**src/rtl/bmf_pkg.sv**
```systemverilog
// ----------------------------------------------------------------------------
// bmf_pkg
// Shared constants and types for the block median filter.
// ----------------------------------------------------------------------------
`default_nettype none

package bmf_pkg;

	localparam int WINDOW   = 8;
	localparam int SAMPLE_W = 10;
	localparam int CNT_W    = (WINDOW > 1) ? $clog2(WINDOW) : 1;
	localparam int SUM_W    = SAMPLE_W + 1;

	// Middle positions of the sorted block; equal for an odd window.
	localparam int MID_LO = (WINDOW - 1) / 2;
	localparam int MID_HI = WINDOW / 2;

	typedef logic [SAMPLE_W-1:0] sample_t;
	typedef logic [CNT_W-1:0]    count_t;

	// Link from one sort cell to the next one up the chain.
	typedef struct packed {
		logic    take;
		sample_t value;
	} bmf_link_t;

endpackage

`default_nettype wire

```
**src/rtl/block_median_filter.sv**
```systemverilog
// ----------------------------------------------------------------------------
// block_median_filter
// Median of each block of WINDOW samples, sorted on the fly in a cell chain.
// ----------------------------------------------------------------------------
// Usage:
//   Drive sample and pulse start; a transfer happens at every clock edge with
//   start high and busy low. busy stays low, so one sample per cycle is taken.
//   Each sample is inserted in sorted order into a row of WINDOW cells in the
//   cycle it arrives; a fill counter marks which cells belong to the block.
//   The sample that completes a block makes one result: strobe is high for
//   one cycle with median, registered in done_s1 and then strobe_q after
//   that sample's transfer. Other samples give no result. The next block
//   may start in the very next cycle; the median register samples the full
//   chain at the same edge that the new block's first sample overwrites cell
//   zero.
//   Throughput: 1 sample per cycle, set by the broadcast insert.
//   Reset clears the fill counter and the result strobe; cell contents stay
//   undefined until written. The receiver cannot stall: a result is present
//   for exactly one cycle.
// ----------------------------------------------------------------------------
`default_nettype none

module block_median_filter (
	input  wire logic             clk,
	input  wire logic             arst_n,
	input  wire logic             start,
	output logic                  busy,
	input  wire bmf_pkg::sample_t sample,
	output logic                  strobe,
	output bmf_pkg::sample_t      median
);
	import bmf_pkg::*;

	logic       accept;
	logic       last;
	count_t     count_q;
	logic       done_s1;
	logic       strobe_q;
	sample_t    median_q;
	logic [SUM_W-1:0] mid_sum;

	bmf_link_t  link [WINDOW+1];
	sample_t    cell_value [WINDOW];

	assign busy   = 1'b0;
	assign accept = start && !busy;
	assign last   = (count_q == count_t'(WINDOW - 1));

	always_ff @(posedge clk or negedge arst_n) begin
		if (!arst_n) begin
			count_q <= '0;
			done_s1 <= 1'b0;
		end else begin
			done_s1 <= accept && last;
			if (accept) begin
				count_q <= last ? '0 : count_q + count_t'(1);
			end
		end
	end

	// Cell zero sees no lower neighbor.
	assign link[0] = '{take: 1'b0, value: '0};

	for (genvar i = 0; i < WINDOW; i++) begin : g_cell
		bmf_cell u_cell (
			.clk      (clk),
			.shift_en (accept),
			.sample   (sample),
			.occupied (count_q > count_t'(i)),
			.left     (link[i]),
			.right    (link[i+1]),
			.value    (cell_value[i])
		);
	end

	assign mid_sum = {1'b0, cell_value[MID_LO]} + {1'b0, cell_value[MID_HI]};

	always_ff @(posedge clk or negedge arst_n) begin
		if (!arst_n) begin
			strobe_q <= 1'b0;
		end else begin
			strobe_q <= done_s1;
		end
	end

	// Halve with truncation; an odd window adds the middle value to itself.
	always_ff @(posedge clk) begin
		if (done_s1) begin
			median_q <= mid_sum[SUM_W-1:1];
		end
	end

	assign strobe = strobe_q;
	assign median = median_q;

endmodule

`default_nettype wire

```
**src/rtl/bmf_cell.sv**
```systemverilog
// ----------------------------------------------------------------------------
// bmf_cell
// One insertion-sort cell: holds one sample and shifts it up when a new
// sample lands at or below its position.
// ----------------------------------------------------------------------------
`default_nettype none

module bmf_cell (
	input  wire logic               clk,
	input  wire logic               shift_en,
	input  wire bmf_pkg::sample_t   sample,
	input  wire logic               occupied,
	input  wire bmf_pkg::bmf_link_t left,
	output bmf_pkg::bmf_link_t      right,
	output bmf_pkg::sample_t        value
);
	import bmf_pkg::*;

	sample_t value_q;
	logic    take;

	// An empty cell acts as plus infinity.
	assign take = !occupied || (sample < value_q);

	always_ff @(posedge clk) begin
		if (shift_en && take) begin
			value_q <= left.take ? left.value : sample;
		end
	end

	assign right.take  = take;
	assign right.value = value_q;
	assign value       = value_q;

endmodule

`default_nettype wire

```
**config.mk**
```make
export PLATFORM = sky130hd
export DESIGN_NAME = block_median_filter
export DESIGN_NICKNAME = d
export VERILOG_FILES = /design/src/rtl/bmf_pkg.sv /design/src/rtl/block_median_filter.sv /design/src/rtl/bmf_cell.sv
export SDC_FILE = /design/constraint.sdc
export NUM_CORES = 1
export LEC_CHECK = 0
export CAP_MARGIN = 5
export CORE_MARGIN = 2
export CORE_UTILIZATION = 45
export CTS_BUF_LIST = sky130_fd_sc_hd__clkbuf_2 sky130_fd_sc_hd__clkbuf_4 sky130_fd_sc_hd__clkbuf_8
export CTS_CLUSTER_SIZE = 20
export DETAILED_ROUTE_END_ITERATION = 10
export DONT_BUFFER_PORTS = 1
export SETUP_SLACK_MARGIN = 0.15
export SYNTH_ARGS = -nofsm -noshare
export SYNTH_HDL_FRONTEND = slang
export SYNTH_SLANG_ARGS = --single-unit
```
**constraint.sdc**
```tcl
create_clock -name clk -period 5.5 [get_ports clk]
set_clock_uncertainty 0.15 [all_clocks]
set_input_delay 0.275 -clock clk [delete_from_list [all_inputs] [get_ports clk]]
set_output_delay 0.275 -clock clk [all_outputs]
set_load 0.01 [all_outputs]
```
## Yosys cells after proc, flatten, opt, wreduce, memory -nomap -nowiden

Index checks and enable logic that the tools add are counted.

- Bits in registers: 65
- Input bits: 13
- Output and inout bits: 12
- Logic and storage cells: 43

- Add/subtract/negate cells: 2
- Magnitude comparators: 10
- Eq/ne operators: 1
- Mux-type cells: 5
- Reductions and logical operators: 16

Operators with widths:

| operator | number |
|---|---|
| less-than comparator 10 bit | 5 |
| two-way mux 10 bit | 4 |
| adder 10 x 10 -> 11 bit | 1 |
| > comparator 3 x 1 -> 1 bit (second input constant) | 2 |
| > comparator 3 x 2 -> 1 bit (second input constant) | 2 |
| logical AND 1 bit | 6 |
| zero test 1 bit | 5 |
| logical OR 1 bit | 5 |
| adder 3 x 1 -> 3 bit (second input constant) | 1 |
| == test 3 bit (second input constant) | 1 |
| > comparator 3 bit (second input constant) | 1 |
| two-way mux 3 bit | 1 |

## Depth between registers and ports, before layout

Gate-level depths: netlist (run 1).

- Depth after elaboration: 4
- Gate-level depth with buffers: 8
- Depth with buffers taken out: 7

## Cells and area by module

A second synthesis (run 1) with hierarchy kept.

- Cells, all modules: 413
- Area, all modules: 4692.0 um^2

By module, submodules not included:

| module | times used | cells each | area an instance (um^2) | sequential area each (um^2) |
|---|---|---|---|---|
| bmf_cell | 5 | 64 | 739.5 | 300.3 |
| block_median_filter | 1 | 93 | 994.7 | 425.4 |

## Least setup slack after synthesis (run 1)

No wires, ideal clock.

- Kind: register -> register
- Start point: register g_cell[0].u_cell.value_q[7]
- End point: register g_cell[0].u_cell.value_q[0] (enable)
- Library setup time: 0.343 ns
- Data arrival time: 1.860 ns
- Data required time: 5.007 ns
- Path slack: 3.147 ns
- Cell stages (with the launch flop): 9
- Path buffers: 1
- Clock period less this slack: 2.353 ns
- Path through: edfxtp_1 > inv_1 > ha_1 > a21o_1 > a211oi_1 > o211ai_1 > o21ai_1 > buf_4 > and2_1

- Cells in the longest elaborated chain, start to end: 3

RTL lines:

| item | line | RTL |
|---|---|---|
| start: declaration | bmf_cell.sv:19 | `sample_t value_q;` |
| start signal: assignment | bmf_cell.sv:27 | `value_q <= left.take ? left.value : sample;` |
| less-than comparator 10 bit | bmf_cell.sv:23 | `assign take = !occupied \|\| (sample < value_q);` |
| logical OR 1 bit | bmf_cell.sv:23 |  |
| logical AND 1 bit | bmf_cell.sv:26 | `if (shift_en && take) begin` |

No other way between the ends.
A chain may end at the register's enable or synchronous reset.

## Final worst setup path (run 1)

- Start point: register g_cell[1].u_cell.value_q[7]
- End point: register g_cell[1].u_cell.value_q[3] (enable)

- Cells in the longest elaborated chain, start to end: 3

RTL lines:

| item | line |
|---|---|
| start: declaration | bmf_cell.sv:19 |
| start signal: assignment | bmf_cell.sv:27 |
| less-than comparator 10 bit | bmf_cell.sv:23 |
| logical OR 1 bit | bmf_cell.sv:23 |
| logical AND 1 bit | bmf_cell.sv:26 |

No other way between the ends.

==> run_summary.xml, run 1 <==
<?xml version="1.0" encoding="UTF-8"?>
<metrics>
  <group name="floorplanning">
    <metric name="start_util" unit="">0.456</metric>
    <metric name="number_of_top_level_pins" unit="">25</metric>
    <metric name="floorplan.core_area" unit="sq mm">0.00911</metric>
    <metric name="floorplan.rows" unit="">35</metric>
    <metric name="die_w" unit="microns">100</metric>
    <metric name="dieArea" unit="sq mm">0.0100</metric>
    <metric name="chipHeight" unit="microns">100</metric>
  </group>
  <group name="drt">
    <metric name="antenna_violating_nets_post_route" unit="">0</metric>
    <metric name="routedWlPerCell" unit="microns">15.3</metric>
    <metric name="router_iterations_before_antenna_repair" unit="">4</metric>
    <metric name="ratio_of_routed_vias_to_standard_cells" unit="">5.25</metric>
    <metric name="drc_errors" unit="">0</metric>
    <metric name="wl" unit="microns">7430</metric>
    <metric name="drt_first_iter_violations" unit="">87</metric>
    <metric name="dr_total_vias" unit="">2548</metric>
  </group>
  <group name="sta">
    <metric name="final_hold_violation_count" unit="">0</metric>
    <metric name="setup_violations" unit="">0</metric>
    <metric name="clock_period_minus_final_worst_setup_slack" unit="ns">3.05</metric>
    <metric name="timing.final.max_slew_violations" unit="">0</metric>
    <metric name="hold_ws" unit="ns">0.0192</metric>
    <metric name="tns" unit="ns">0</metric>
    <metric name="period_share" unit="">0.554</metric>
    <metric name="rsz0062_at_grt" unit="">no</metric>
    <metric name="fmax" unit="MHz">328</metric>
    <metric name="slew_headroom" unit="">0.337</metric>
    <metric name="worst_pin_slew" unit="ns">0.995</metric>
  </group>
  <group name="job">
    <metric name="drv_cap" unit="">0</metric>
  </group>
  <group name="worst_setup_path">
    <metric name="crit_required" unit="ns">5.34</metric>
    <metric name="worstSetupStartpointType" unit="">flip-flop</metric>
    <metric name="timing.critical_path.to_type" unit="">flip-flop</metric>
    <metric name="r2r_setup_slack" unit="ns">2.45</metric>
    <metric name="critPathKind" unit="">reg2reg</metric>
    <metric name="r2r_cells" unit="">7</metric>
    <metric name="timing.critical_path.arrival" unit="ns">2.89</metric>
    <metric name="critical_path.max_fanout" unit="">11</metric>
    <metric name="regToRegStartpoint" unit="">g_cell[1].u_cell.value[7]$_DFFE_PP_</metric>
    <metric name="worstReg2RegEnd" unit="">g_cell[1].u_cell.value[3]$_DFFE_PP_</metric>
  </group>
  <group name="synthesis">
    <metric name="post_synth_inst_count" unit="">352</metric>
    <metric name="synth.net_count" unit="">426</metric>
    <metric name="area_share_of_the_largest_cell_type_after_synthesis" unit="">0.433</metric>
    <metric name="ys_types" unit="">36</metric>
    <metric name="post-synth-top-area-cell" unit="">edfxtp_1</metric>
    <metric name="ys_warn_count" unit="">0</metric>
    <metric name="post_synth_main_area_contributors" unit="">edfxtp_1 (43%), ha_1 (18%), mux2_2 (8.4%)</metric>
    <metric name="synth_area_per_cell" unit="sq um">11.8</metric>
    <metric name="synthesis.area" unit="sq mm">0.00416</metric>
    <metric name="seq_area_frac_synth" unit="">0.463</metric>
    <metric name="synth-seq-cells" unit="">65</metric>
  </group>
  <group name="clock_tree">
    <metric name="clock-root-buffer" unit="">clkbuf_8</metric>
    <metric name="tritoncts" unit="">done</metric>
    <metric name="clkTransAtPathRegs" unit="ns">0.07</metric>
    <metric name="cts_max_path_buffers" unit="">2</metric>
    <metric name="cts_inserted_buffers" unit="">9</metric>
    <metric name="worst_skew_pair.late_latency" unit="ns">0.34</metric>
    <metric name="htreeDepth" unit="">3</metric>
    <metric name="post_cts_resize_count" unit="">0</metric>
    <metric name="tritoncts_num_sinks" unit="">65</metric>
  </group>
  <group name="global_route">
    <metric name="global_route.overflow_total" unit="">0</metric>
    <metric name="grt_antenna_before_repair" unit="">0</metric>
    <metric name="grt_pass1_vias" unit="">2661</metric>
    <metric name="grt_resource_usage_total" unit="">0.164</metric>
    <metric name="wire_length_of_the_first_global_routing_pass" unit="microns">12600</metric>
    <metric name="grt_max_degree" unit="">12</metric>
  </group>
  <group name="cells_and_area">
    <metric name="final_cell_area" unit="sq mm">0.00456</metric>
    <metric name="layout-drive-gt1-share" unit="">0.139</metric>
    <metric name="antenna_cells_inserted" unit="">0</metric>
    <metric name="syn2layout_area_growth" unit="%">9.57</metric>
    <metric name="layoutNonFillerInstCount" unit="">485</metric>
    <metric name="filler_cells" unit="">793</metric>
    <metric name="nets" unit="">444</metric>
  </group>
  <group name="hold_path">
    <metric name="timing.hold.worst_path_depth" unit="">1</metric>
    <metric name="timing.hold.worst.start" unit="">sample[5]</metric>
    <metric name="min_path_type" unit="">in2reg</metric>
    <metric name="whs_endpoint" unit="">g_cell[1].u_cell.value[5]$_DFFE_PP_</metric>
  </group>
  <group name="power">
    <metric name="share_comb_of_total_power" unit="">0.440</metric>
    <metric name="internal_power" unit="uW">1490</metric>
    <metric name="post-layout-total-power" unit="uW">2280</metric>
    <metric name="power_density" unit="mW/mm^2">499</metric>
    <metric name="switching_share" unit="">0.346</metric>
    <metric name="netSwitchingPower" unit="uW">788</metric>
    <metric name="seq_power_share" unit="">0.393</metric>
    <metric name="power.clock.fraction" unit="">0.166</metric>
    <metric name="vdd_drop_max" unit="uV">200</metric>
    <metric name="leakage_power_total" unit="uW">0.00204</metric>
  </group>
  <group name="placement">
    <metric name="placement.cell_area" unit="sq mm">0.00426</metric>
    <metric name="placement.io_buffers" unit="">0</metric>
    <metric name="placed_wire_length_estimate_after_detailed_placement" unit="microns">5240</metric>
    <metric name="finalWeightedCongestion" unit="">0.763</metric>
    <metric name="placed_cells" unit="">458</metric>
  </group>
  <group name="status">
    <metric name="outcome" unit="">complete, no violations</metric>
  </group>
</metrics>
-- Yosys cell counts --
library cell / count
edfxtp_1: 60
ha_1: 60
inv_1: 52
mux2_2: 31
a21oi_1: 29
a21o_1: 11
nand3_1: 11
nand2_1: 10
nor2_1: 10
mux2_4: 9
o21ai_0: 8
nand4_1: 7
nand2b_1: 6
xnor2_1: 6
and2_1: 5
dfrtp_1: 5
a211oi_1: 3
a31oi_1: 3
buf_4: 3
o21ai_1: 3
a221oi_1: 2
nor2b_1: 2
o211ai_1: 2
xor2_1: 2
a211o_1: 1
a21boi_0: 1
buf_2: 1
buf_6: 1
clkbuf_1: 1
conb_1: 1
fa_1: 1
o21a_1: 1
o21bai_1: 1
o22ai_1: 1
o2bb2ai_1: 1
or3_1: 1
-- power by group through the flow --
stage | Clock (uW) | Sequential [uW] | Combinational (uW)
6_report | 379 | 895 | 1000
5_1_grt | 406 | 919 | 1150
4_1_cts | 390 | 897 | 1020
3_5_place_dp | 0 | 907 | 997
3_3_place_gp | 0 | 901 | 974
2_1_floorplan | 0 | 877 | 841
-- final cells by class --
type / instances / area (sq um) / area share
multi-input combinational: 229 / 1990 / 0.438
sequential: 65 / 1930 / 0.423
inverter: 52 / 195 / 0.0428
tap: 111 / 139 / 0.0305
timing repair buffer: 13 / 128 / 0.0280
clock buffer: 9 / 124 / 0.0272
clock inverter: 6 / 50.0 / 0.0110
-- worst max path at each step --
stage	start	to	slack [ns]	cells after the start
2_1_floorplan	g_cell[0].u_cell.value[7]$_DFFE_PP_	g_cell[0].u_cell.value[0]$_DFFE_PP_	3.15	8
3_3_place_gp	g_cell[0].u_cell.value[7]$_DFFE_PP_	g_cell[0].u_cell.value[0]$_DFFE_PP_	2.59	7
3_5_place_dp	g_cell[1].u_cell.value[7]$_DFFE_PP_	g_cell[1].u_cell.value[0]$_DFFE_PP_	2.49	7
4_1_cts	g_cell[1].u_cell.value[7]$_DFFE_PP_	g_cell[1].u_cell.value[3]$_DFFE_PP_	2.44	7
5_1_grt	g_cell[1].u_cell.value[7]$_DFFE_PP_	g_cell[1].u_cell.value[3]$_DFFE_PP_	2.19	7
6_report	g_cell[1].u_cell.value[7]$_DFFE_PP_	g_cell[1].u_cell.value[3]$_DFFE_PP_	2.45	7
-- what timing repair did --
item	CTS	global route
buffers inserted	0	0
endpoints found under the hold margin	54	0
hold buffers	12	0
endpoints found under the setup margin	0	0
-- cells in the final DEF, fill, tap and decap left out, types with 10 or more instances in the layout --
cell type      count
a21oi_1           29
nand3_1           11
dlygate4sd3_1     12
edfxtp_1          60
a21o_1            11
ha_1              60
mux2_2            31
inv_1             52
nand2_1           10
nor2_1            10
-- per-stage QoR --
step	setup WS [ns]	util
after CTS	2.44	0.500
after detailed placement	2.49	0.468
final	2.45	0.500
after global routing	2.19	0.500
after global placement	2.59	0.468
after floorplan	3.15	-
-- worst max-delay path, cell delays in order, from the launching register on --
cell and delay [ns]:
edfxtp_1 0.41, inv_1 0.08, ha_1 0.24, a21o_1 0.19, a211oi_1 0.32, nand2b_1 0.10
o21ai_1 0.72, and2_1 0.49
-- metal layers --
metal / global-route usage / vias to the layer above / routed length [microns]
li1: - / 1313 / -
met1: 0.231 / 1176 / 3760
met2: 0.251 / 49 / 3320
met3: 0.0299 / 10 / 231
met4: 0.0664 / 0 / 112
met5: 0 / - / 0
-- flip-flops by register name, indices dropped and copies added (netlist names) --
register,flops
count_q,3
done_s1,1
median,10
strobe,1
g_cell.u_cell.value,50
-- cells by family (layout without fill, tap and decap cells) --
group                      count (synthesis)  after routing  share of synthesized area
AOI/OAI and AO/OA                         67             67                     0.0969
xor gates and xnor gates                   8              8                     0.0169
adders and majority gates                 61             61                      0.185
buffers and inverters                     58             80                     0.0572
DFF                                       65             65                      0.463
muxes                                     40             40                      0.116
other                                      1              1                   0.000902
and+or+nand+nor                           52             52                     0.0629
No activity file was read; power rests on OpenSTA's default activity.
==> run 2, diff against run 1 <==
--- a/config.mk
+++ b/config.mk
@@ -5,6 +5,7 @@
 export SDC_FILE = /design/constraint.sdc
 export NUM_CORES = 1
 export LEC_CHECK = 0
+export ABC_AREA = 1
 export CAP_MARGIN = 5
 export CORE_MARGIN = 2
 export CORE_UTILIZATION = 45
==> constraint.sdc (replaced) <==
create_clock -name clk -period 2.75 [get_ports clk]
set_clock_uncertainty 0.15 [all_clocks]
set_input_delay 0.1375 -clock clk [delete_from_list [all_inputs] [get_ports clk]]
set_output_delay 0.1375 -clock clk [all_outputs]
set_load 0.01 [all_outputs]
==> run 2 against run 1 <==
Non-clock buffer count increased by 8. Worst hold slack improved by 0.34 ns. Utilization increased by 0.93 points. Die area increased by 6.2%. Register-to-register slack got worse by 1.9 ns. Total power increased by 120%. Critical path depth increased by 3. Final cell count increased by 39%. Setup slack got worse by 1.9 ns. Via count increased by 30%. Combinational power increased by 140%.
==> run_summary.xml, run 2 <==
<?xml version="1.0" encoding="UTF-8"?>
<metrics>
  <group name="cells_and_area">
    <metric name="layout-drive-gt1-share" unit="">0.0649</metric>
    <metric name="filler_cells" unit="">942</metric>
    <metric name="post_route_core_utilization" unit="">0.509</metric>
    <metric name="most_used_cells_in_the_layout_excluding_fill_and_tap_cells" unit="">nand2_1 (165), inv_1 (80), ha_1 (60), edfxtp_1 (60), nand3_1 (46)</metric>
    <metric name="layoutNonFillerInstCount" unit="">672</metric>
    <metric name="final_common_cell" unit="">nand2_1</metric>
    <metric name="antenna_cells_inserted" unit="">0</metric>
    <metric name="largest_register_ff_count" unit="">50</metric>
    <metric name="nets" unit="">609</metric>
    <metric name="syn2layout_area_growth" unit="%">11.0</metric>
  </group>
  <group name="drt">
    <metric name="drc_errors" unit="">0</metric>
    <metric name="ratio_of_routed_vias_to_standard_cells" unit="">4.93</metric>
    <metric name="drt_first_iter_violations" unit="">128</metric>
    <metric name="dr_total_vias" unit="">3314</metric>
    <metric name="routedWlPerCell" unit="microns">14.1</metric>
    <metric name="router_iterations_before_antenna_repair" unit="">5</metric>
    <metric name="wl" unit="microns">9440</metric>
    <metric name="antenna_violating_nets_post_route" unit="">0</metric>
  </group>
  <group name="global_route">
    <metric name="wire_length_of_the_first_global_routing_pass" unit="microns">15900</metric>
    <metric name="grt_antenna_before_repair" unit="">0</metric>
    <metric name="global_route.overflow_total" unit="">0</metric>
    <metric name="grt_max_degree" unit="">13</metric>
    <metric name="grt_resource_usage_total" unit="">0.200</metric>
    <metric name="grt_pass1_vias" unit="">3402</metric>
  </group>
  <group name="synthesis">
    <metric name="ys_types" unit="">25</metric>
    <metric name="synth.net_count" unit="">586</metric>
    <metric name="synth_flop_cell" unit="">edfxtp_1</metric>
    <metric name="asyncSetResetFlopFracSynth" unit="">0.0769</metric>
    <metric name="synth-seq-cells" unit="">65</metric>
    <metric name="synth_common_cells" unit="">nand2_1 (165), inv_1 (80), edfxtp_1 (60), ha_1 (60), nand3_1 (46)</metric>
    <metric name="area_share_of_the_largest_cell_type_after_synthesis" unit="">0.407</metric>
    <metric name="yosysMostFrequentCell" unit="">nand2_1</metric>
    <metric name="seq_area_frac_synth" unit="">0.436</metric>
    <metric name="synthesis.area" unit="sq mm">0.00442</metric>
    <metric name="synth_area_per_cell" unit="sq um">8.64</metric>
    <metric name="post-synth-top-area-cell" unit="">edfxtp_1</metric>
    <metric name="post_synth_inst_count" unit="">512</metric>
    <metric name="post_synth_main_area_contributors" unit="">edfxtp_1 (41%), ha_1 (17%), nand2_1 (14%)</metric>
    <metric name="ys_warn_count" unit="">0</metric>
    <metric name="number_of_enable_flip_flop_cells_after_synthesis" unit="">60</metric>
  </group>
  <group name="job">
    <metric name="drv_cap" unit="">0</metric>
  </group>
  <group name="power">
    <metric name="leakage_power_total" unit="uW">0.00249</metric>
    <metric name="vdd_drop_max" unit="uV">433</metric>
    <metric name="post-layout-total-power" unit="uW">5090</metric>
    <metric name="power_density" unit="mW/mm^2">1040</metric>
  </group>
  <group name="worst_setup_path">
    <metric name="timing.critical_path.to_type" unit="">flip-flop</metric>
    <metric name="regToRegStartpoint" unit="">g_cell[3].u_cell.value[5]$_DFFE_PP_</metric>
    <metric name="crit_required" unit="ns">2.65</metric>
    <metric name="critPathKind" unit="">reg2reg</metric>
    <metric name="critical_path.max_fanout" unit="">12</metric>
    <metric name="worstSetupStartpointType" unit="">flip-flop</metric>
    <metric name="timing.critical_path.arrival" unit="ns">2.05</metric>
    <metric name="critical_path.startpoint" unit="">g_cell[3].u_cell.value[5]$_DFFE_PP_</metric>
  </group>
  <group name="sta">
    <metric name="tns" unit="ns">0</metric>
    <metric name="hold_ws" unit="ns">0.360</metric>
    <metric name="fmax" unit="MHz">466</metric>
    <metric name="clock_period_minus_final_worst_setup_slack" unit="ns">2.15</metric>
    <metric name="setup_violations" unit="">0</metric>
    <metric name="period_share" unit="">0.781</metric>
    <metric name="timing.final.max_slew_violations" unit="">0</metric>
    <metric name="rsz0062_at_grt" unit="">no</metric>
    <metric name="final_hold_violation_count" unit="">0</metric>
  </group>
  <group name="clock_tree">
    <metric name="tritoncts" unit="">done</metric>
    <metric name="htreeDepth" unit="">3</metric>
    <metric name="cts_max_path_buffers" unit="">2</metric>
    <metric name="worst_skew_pair.late_latency" unit="ns">0.35</metric>
    <metric name="clkTransAtPathRegs" unit="ns">0.06</metric>
    <metric name="clock-root-buffer" unit="">clkbuf_8</metric>
    <metric name="tritoncts_num_sinks" unit="">65</metric>
    <metric name="cts_inserted_buffers" unit="">9</metric>
  </group>
  <group name="hold_path">
    <metric name="min_path_type" unit="">in2reg</metric>
    <metric name="timing.hold.worst.start" unit="">sample[9]</metric>
  </group>
  <group name="placement">
    <metric name="placed_cells" unit="">644</metric>
    <metric name="placement.io_buffers" unit="">0</metric>
    <metric name="finalWeightedCongestion" unit="">0.864</metric>
    <metric name="placed_wire_length_estimate_after_detailed_placement" unit="microns">6990</metric>
  </group>
  <group name="floorplanning">
    <metric name="dieArea" unit="sq mm">0.0106</metric>
    <metric name="chipHeight" unit="microns">103</metric>
    <metric name="die_w" unit="microns">103</metric>
    <metric name="start_util" unit="">0.459</metric>
    <metric name="number_of_top_level_pins" unit="">25</metric>
    <metric name="floorplan.core_area" unit="sq mm">0.00964</metric>
    <metric name="floorplan.rows" unit="">36</metric>
  </group>
  <group name="status">
    <metric name="outcome" unit="">complete, no violations</metric>
  </group>
</metrics>
==> run 2: cell count changes in the layout (fill, tap and decap cells not counted), moves of 6 or more <==
cell,delta
inv_1,+28
nor2_1,+12
buf_4,+7
nand3_1,+35
mux2_4,-9
nand3_2,+8
a21o_1,-6
nand2_1,+155
mux2_2,-31
nand2b_1,-6
==> run 2: report_power, final <==
part | internal (uW) | switching (uW)
logic | 891 | 1510
clock network | 506 | 347
registers | 1630 | 215
total | 3020 | 2070
==> run 2: logic make-up (layout without fill, tap and decap cells) <==
kind of cell             after synthesis  after routing  synth area share
AND/OR/NAND/NOR                      247            247             0.237
buffers and inverters                 90            117            0.0851
flip-flops                            65             65             0.436
adder cells (fa/ha/maj)               61             61             0.174
AO/OA/AOI/OAI                         41             41            0.0532
XOR/XNOR                               7              7            0.0139
other                                  1              1          0.000848
==> run 2: path summary, 6_finish.rpt <==
kind | to | cells after the start | slack [ns]
max | g_cell[3].u_cell.value[4]$_DFFE_PP_ | 10 | 0.60
min | g_cell[2].u_cell.value[1]$_DFFE_PP_ | 6 | 0.36
max reg2reg | g_cell[3].u_cell.value[4]$_DFFE_PP_ | 10 | 0.60
min reg2reg | g_cell[1].u_cell.value[9]$_DFFE_PP_ | 2 | 0.39
max in group asynchronous | count_q[0]$_DFFE_PN0P_ | 2 | 1.76
min in group asynchronous | done_s1$_DFF_PN0_ | 2 | 0.48
==> run 2: timing repair <==
item,4_1_cts,5_1_grt
hold endpoints to repair,59,0
resized for setup,0,0
hold buffers,13,0
setup buffers,0,0
==> run 2: area by class of cell <==
cell class | count | area (sq um) | share of cell area
Multi-Input combinational cell | 357 | 2120 | 0.432
Tap cell | 133 | 166 | 0.0339
Inverter | 81 | 304 | 0.0619
Timing Repair Buffer | 21 | 190 | 0.0387
Sequential cell | 65 | 1930 | 0.392
Clock inverter | 5 | 71.3 | 0.0145
Clock buffer | 10 | 131 | 0.0268
==> run 2: layer usage <==
layer	vias up	share of wire	track usage
li1	1711	-	-
met1	1520	0.42	0.236
met2	71	0.52	0.358
met3	12	0.048	0.0508
met4	0	0.014	0.0587
met5	-	0	0
==> run 2: critical path: stages (launching register included) <==
cell and delay (ns):
edfxtp_1 0.43, inv_1 0.08, ha_1 0.24, nand2_1 0.09
inv_1 0.04, nand2_1 0.05, nand2_1 0.06, nand2_1 0.07
nand3_2 0.23, a21oi_1 0.21, buf_4 0.20
==> run 2: through the flow <==
| step | setup slack [ns] | instance area, sq um |
|---|---|---|
| after floorplan | 0.459 | 4420 |
| after global placement | 0.634 | 4580 |
| final | 0.602 | 4910 |
| after CTS | 0.592 | 4910 |
| after global routing | 0.456 | 4910 |
| after detailed placement | 0.601 | 4580 |
==> run 3, diff against run 2 <==
==> constraint.sdc (replaced) <==
create_clock -name clk -period 2 [get_ports clk]
set_clock_uncertainty 0.15 [all_clocks]
set_input_delay 0.1 -clock clk [delete_from_list [all_inputs] [get_ports clk]]
set_output_delay 0.1 -clock clk [all_outputs]
set_load 0.01 [all_outputs]
==> run 3 against run 2 <==
Largest power group unchanged. The flow now finishes with violations (hold timing, setup timing). Cell area rose by 33%. Final cell count is 9.5% higher. Worst hold slack worse by 0.68 ns.
==> run_summary.xml, run 3 (synthesis gave the netlist of run 2 again) <==
<?xml version="1.0" encoding="UTF-8"?>
<metrics>
  <group name="job">
    <metric name="drv_cap" unit="">0</metric>
  </group>
  <group name="sta">
    <metric name="fmax" unit="MHz">492</metric>
    <metric name="worst_pin_slew" unit="ns">0.639</metric>
    <metric name="setup_violations" unit="">20</metric>
    <metric name="hold_ws" unit="ns">-0.319</metric>
    <metric name="final_hold_violation_count" unit="">2</metric>
    <metric name="slew_headroom" unit="">0.574</metric>
    <metric name="tns" unit="ns">-0.369</metric>
    <metric name="clock_period_minus_final_worst_setup_slack" unit="ns">2.03</metric>
    <metric name="timing.final.max_slew_violations" unit="">0</metric>
    <metric name="period_share" unit="">1.02</metric>
    <metric name="rsz0062_at_grt" unit="">yes</metric>
    <metric name="timing.final.ws_setup" unit="ns">-0.0311</metric>
  </group>
  <group name="floorplanning">
    <metric name="number_of_top_level_pins" unit="">25</metric>
    <metric name="floorplan.core_area" unit="sq mm">0.00964</metric>
    <metric name="start_util" unit="">0.459</metric>
    <metric name="dieArea" unit="sq mm">0.0106</metric>
    <metric name="die_w" unit="microns">103</metric>
    <metric name="chipHeight" unit="microns">103</metric>
    <metric name="floorplan.rows" unit="">36</metric>
  </group>
  <group name="placement">
    <metric name="placed_wire_length_estimate_after_detailed_placement" unit="microns">7010</metric>
    <metric name="finalWeightedCongestion" unit="">0.848</metric>
    <metric name="placement.io_buffers" unit="">0</metric>
    <metric name="pre_cts_ws" unit="ns">-0.0677</metric>
  </group>
  <group name="clock_tree">
    <metric name="clock-root-buffer" unit="">clkbuf_8</metric>
    <metric name="tritoncts_num_sinks" unit="">65</metric>
    <metric name="post_cts_hold_buffer_count" unit="">15</metric>
    <metric name="worst_skew_pair.late_latency" unit="ns">0.35</metric>
    <metric name="clkTransAtPathRegs" unit="ns">0.08</metric>
    <metric name="cts_inserted_buffers" unit="">9</metric>
    <metric name="tritoncts" unit="">done</metric>
    <metric name="cts_max_path_buffers" unit="">2</metric>
    <metric name="htreeDepth" unit="">3</metric>
  </group>
  <group name="worst_setup_path">
    <metric name="critical_path.max_fanout" unit="">5</metric>
    <metric name="critPathKind" unit="">reg2reg</metric>
    <metric name="r2r_cells" unit="">7</metric>
    <metric name="worstSetupStartpointType" unit="">flip-flop</metric>
    <metric name="timing.critical_path.arrival" unit="ns">1.96</metric>
    <metric name="crit_required" unit="ns">1.93</metric>
    <metric name="timing.critical_path.to_type" unit="">flip-flop</metric>
  </group>
  <group name="global_route">
    <metric name="grt_resource_usage_total" unit="">0.218</metric>
    <metric name="grt_max_degree" unit="">13</metric>
    <metric name="global_route.overflow_total" unit="">0</metric>
    <metric name="grt_antenna_before_repair" unit="">0</metric>
    <metric name="grt_pass1_vias" unit="">3799</metric>
    <metric name="wire_length_of_the_first_global_routing_pass" unit="microns">17400</metric>
  </group>
  <group name="hold_path">
    <metric name="timing.hold.worst_path_depth" unit="">1</metric>
    <metric name="min_path_type" unit="">in2reg</metric>
  </group>
  <group name="drt">
    <metric name="drt_first_iter_violations" unit="">159</metric>
    <metric name="wl" unit="microns">12000</metric>
    <metric name="router_iterations_before_antenna_repair" unit="">4</metric>
    <metric name="antenna_violating_nets_post_route" unit="">0</metric>
    <metric name="ratio_of_routed_vias_to_standard_cells" unit="">5.11</metric>
    <metric name="dr_total_vias" unit="">3762</metric>
    <metric name="drc_errors" unit="">0</metric>
    <metric name="routedWlPerCell" unit="microns">16.2</metric>
  </group>
  <group name="cells_and_area">
    <metric name="most_used_cells_in_the_layout_excluding_fill_and_tap_cells" unit="">nand2_1 (127), inv_1 (62), edfxtp_1 (60)</metric>
    <metric name="final_common_cell" unit="">nand2_1</metric>
    <metric name="antenna_cells_inserted" unit="">0</metric>
    <metric name="nets" unit="">672</metric>
    <metric name="largest_register_ff_count" unit="">50</metric>
    <metric name="layout-drive-gt1-share" unit="">0.411</metric>
    <metric name="post_route_core_utilization" unit="">0.677</metric>
    <metric name="syn2layout_area_growth" unit="%">47.6</metric>
  </group>
  <group name="power">
    <metric name="power_density" unit="mW/mm^2">1490</metric>
    <metric name="vdd_drop_max" unit="uV">664</metric>
    <metric name="post-layout-total-power" unit="uW">9700</metric>
    <metric name="leakage_power_total" unit="uW">0.00297</metric>
  </group>
  <group name="status">
    <metric name="failing_checks" unit="">hold timing, setup timing</metric>
    <metric name="outcome" unit="">complete, but fails checks</metric>
  </group>
</metrics>
[run 3: cell count changes in the layout (fill, tap and decap cells not counted), sizes merged]
cell	delta
buf	+57
clkbuf	+6
bufinv	-1
clkinvlp	+1
nand2	+2
clkinv	-1
[run 3: final timing paths]
kind	from	endpoint	slack, ns
max	g_cell[3].u_cell.value[9]$_DFFE_PP_	g_cell[3].u_cell.value[4]$_DFFE_PP_	-0.03
min in group asynchronous	arst_n	done_s1$_DFF_PN0_	0.43
max reg2reg	g_cell[3].u_cell.value[9]$_DFFE_PP_	g_cell[3].u_cell.value[4]$_DFFE_PP_	-0.03
min reg2reg	g_cell[2].u_cell.value[6]$_DFFE_PP_	g_cell[3].u_cell.value[6]$_DFFE_PP_	0.40
max in group asynchronous	arst_n	count_q[1]$_DFFE_PN0P_	1.05
min	start	count_q[0]$_DFFE_PN0P_	-0.32
[run 3: stage by stage]
| step | instance area, sq um | cells |
|---|---|---|
| 3_3_place_gp | 4750 | 657 |
| 3_5_place_dp | 4750 | 657 |
| 4_1_cts | 5530 | 702 |
| 2_1_floorplan | 4470 | 512 |
| 5_1_grt | 6530 | 736 |
| 6_report | 6530 | 736 |
[run 3: layout make-up]
| cell class | count | area (sq um) |
|---|---|---|
| timing repair buffer | 82 | 861 |
| inverter | 81 | 307 |
| clock inverter | 4 | 51.3 |
| multi-input combinational | 359 | 3060 |
| tap | 133 | 166 |
| sequential | 65 | 1930 |
| clock buffer | 12 | 159 |
| fill | 727 | 3110 |
[run 3: metal layers]
| layer | routed length (microns) | part of all wire | vias up | GRT usage |
|---|---|---|---|---|
| li1 | - | - | 1856 | - |
| met1 | 4640 | 0.39 | 1791 | 0.246 |
| met2 | 6590 | 0.55 | 82 | 0.383 |
| met3 | 366 | 0.031 | 33 | 0.0610 |
| met4 | 362 | 0.030 | 0 | 0.100 |
| met5 | 0 | 0 | - | 0 |
[run 3: critical path: stages, from the launching register on]
cell and delay, ns:
edfxtp_1 0.39, inv_1 0.10, ha_4 0.20, a21o_1 0.18, nor2_2 0.15, nand3_4 0.15, a21oi_4 0.25, clkbuf_16 0.19
[run 3: what timing repair did]
action	CTS	global route
hold endpoints to repair	58	2
setup buffers	12	30
pin swaps	14	60
gates cloned	2	6
resized for setup	56	138
setup endpoints to repair	94	99
[run 3: report_power, final]
group,total [uW],internal [uW],switching [uW]
clock,1230,659,568
sequential,2510,2240,273
combinational,5970,2740,3230
total,9700,5640,4070
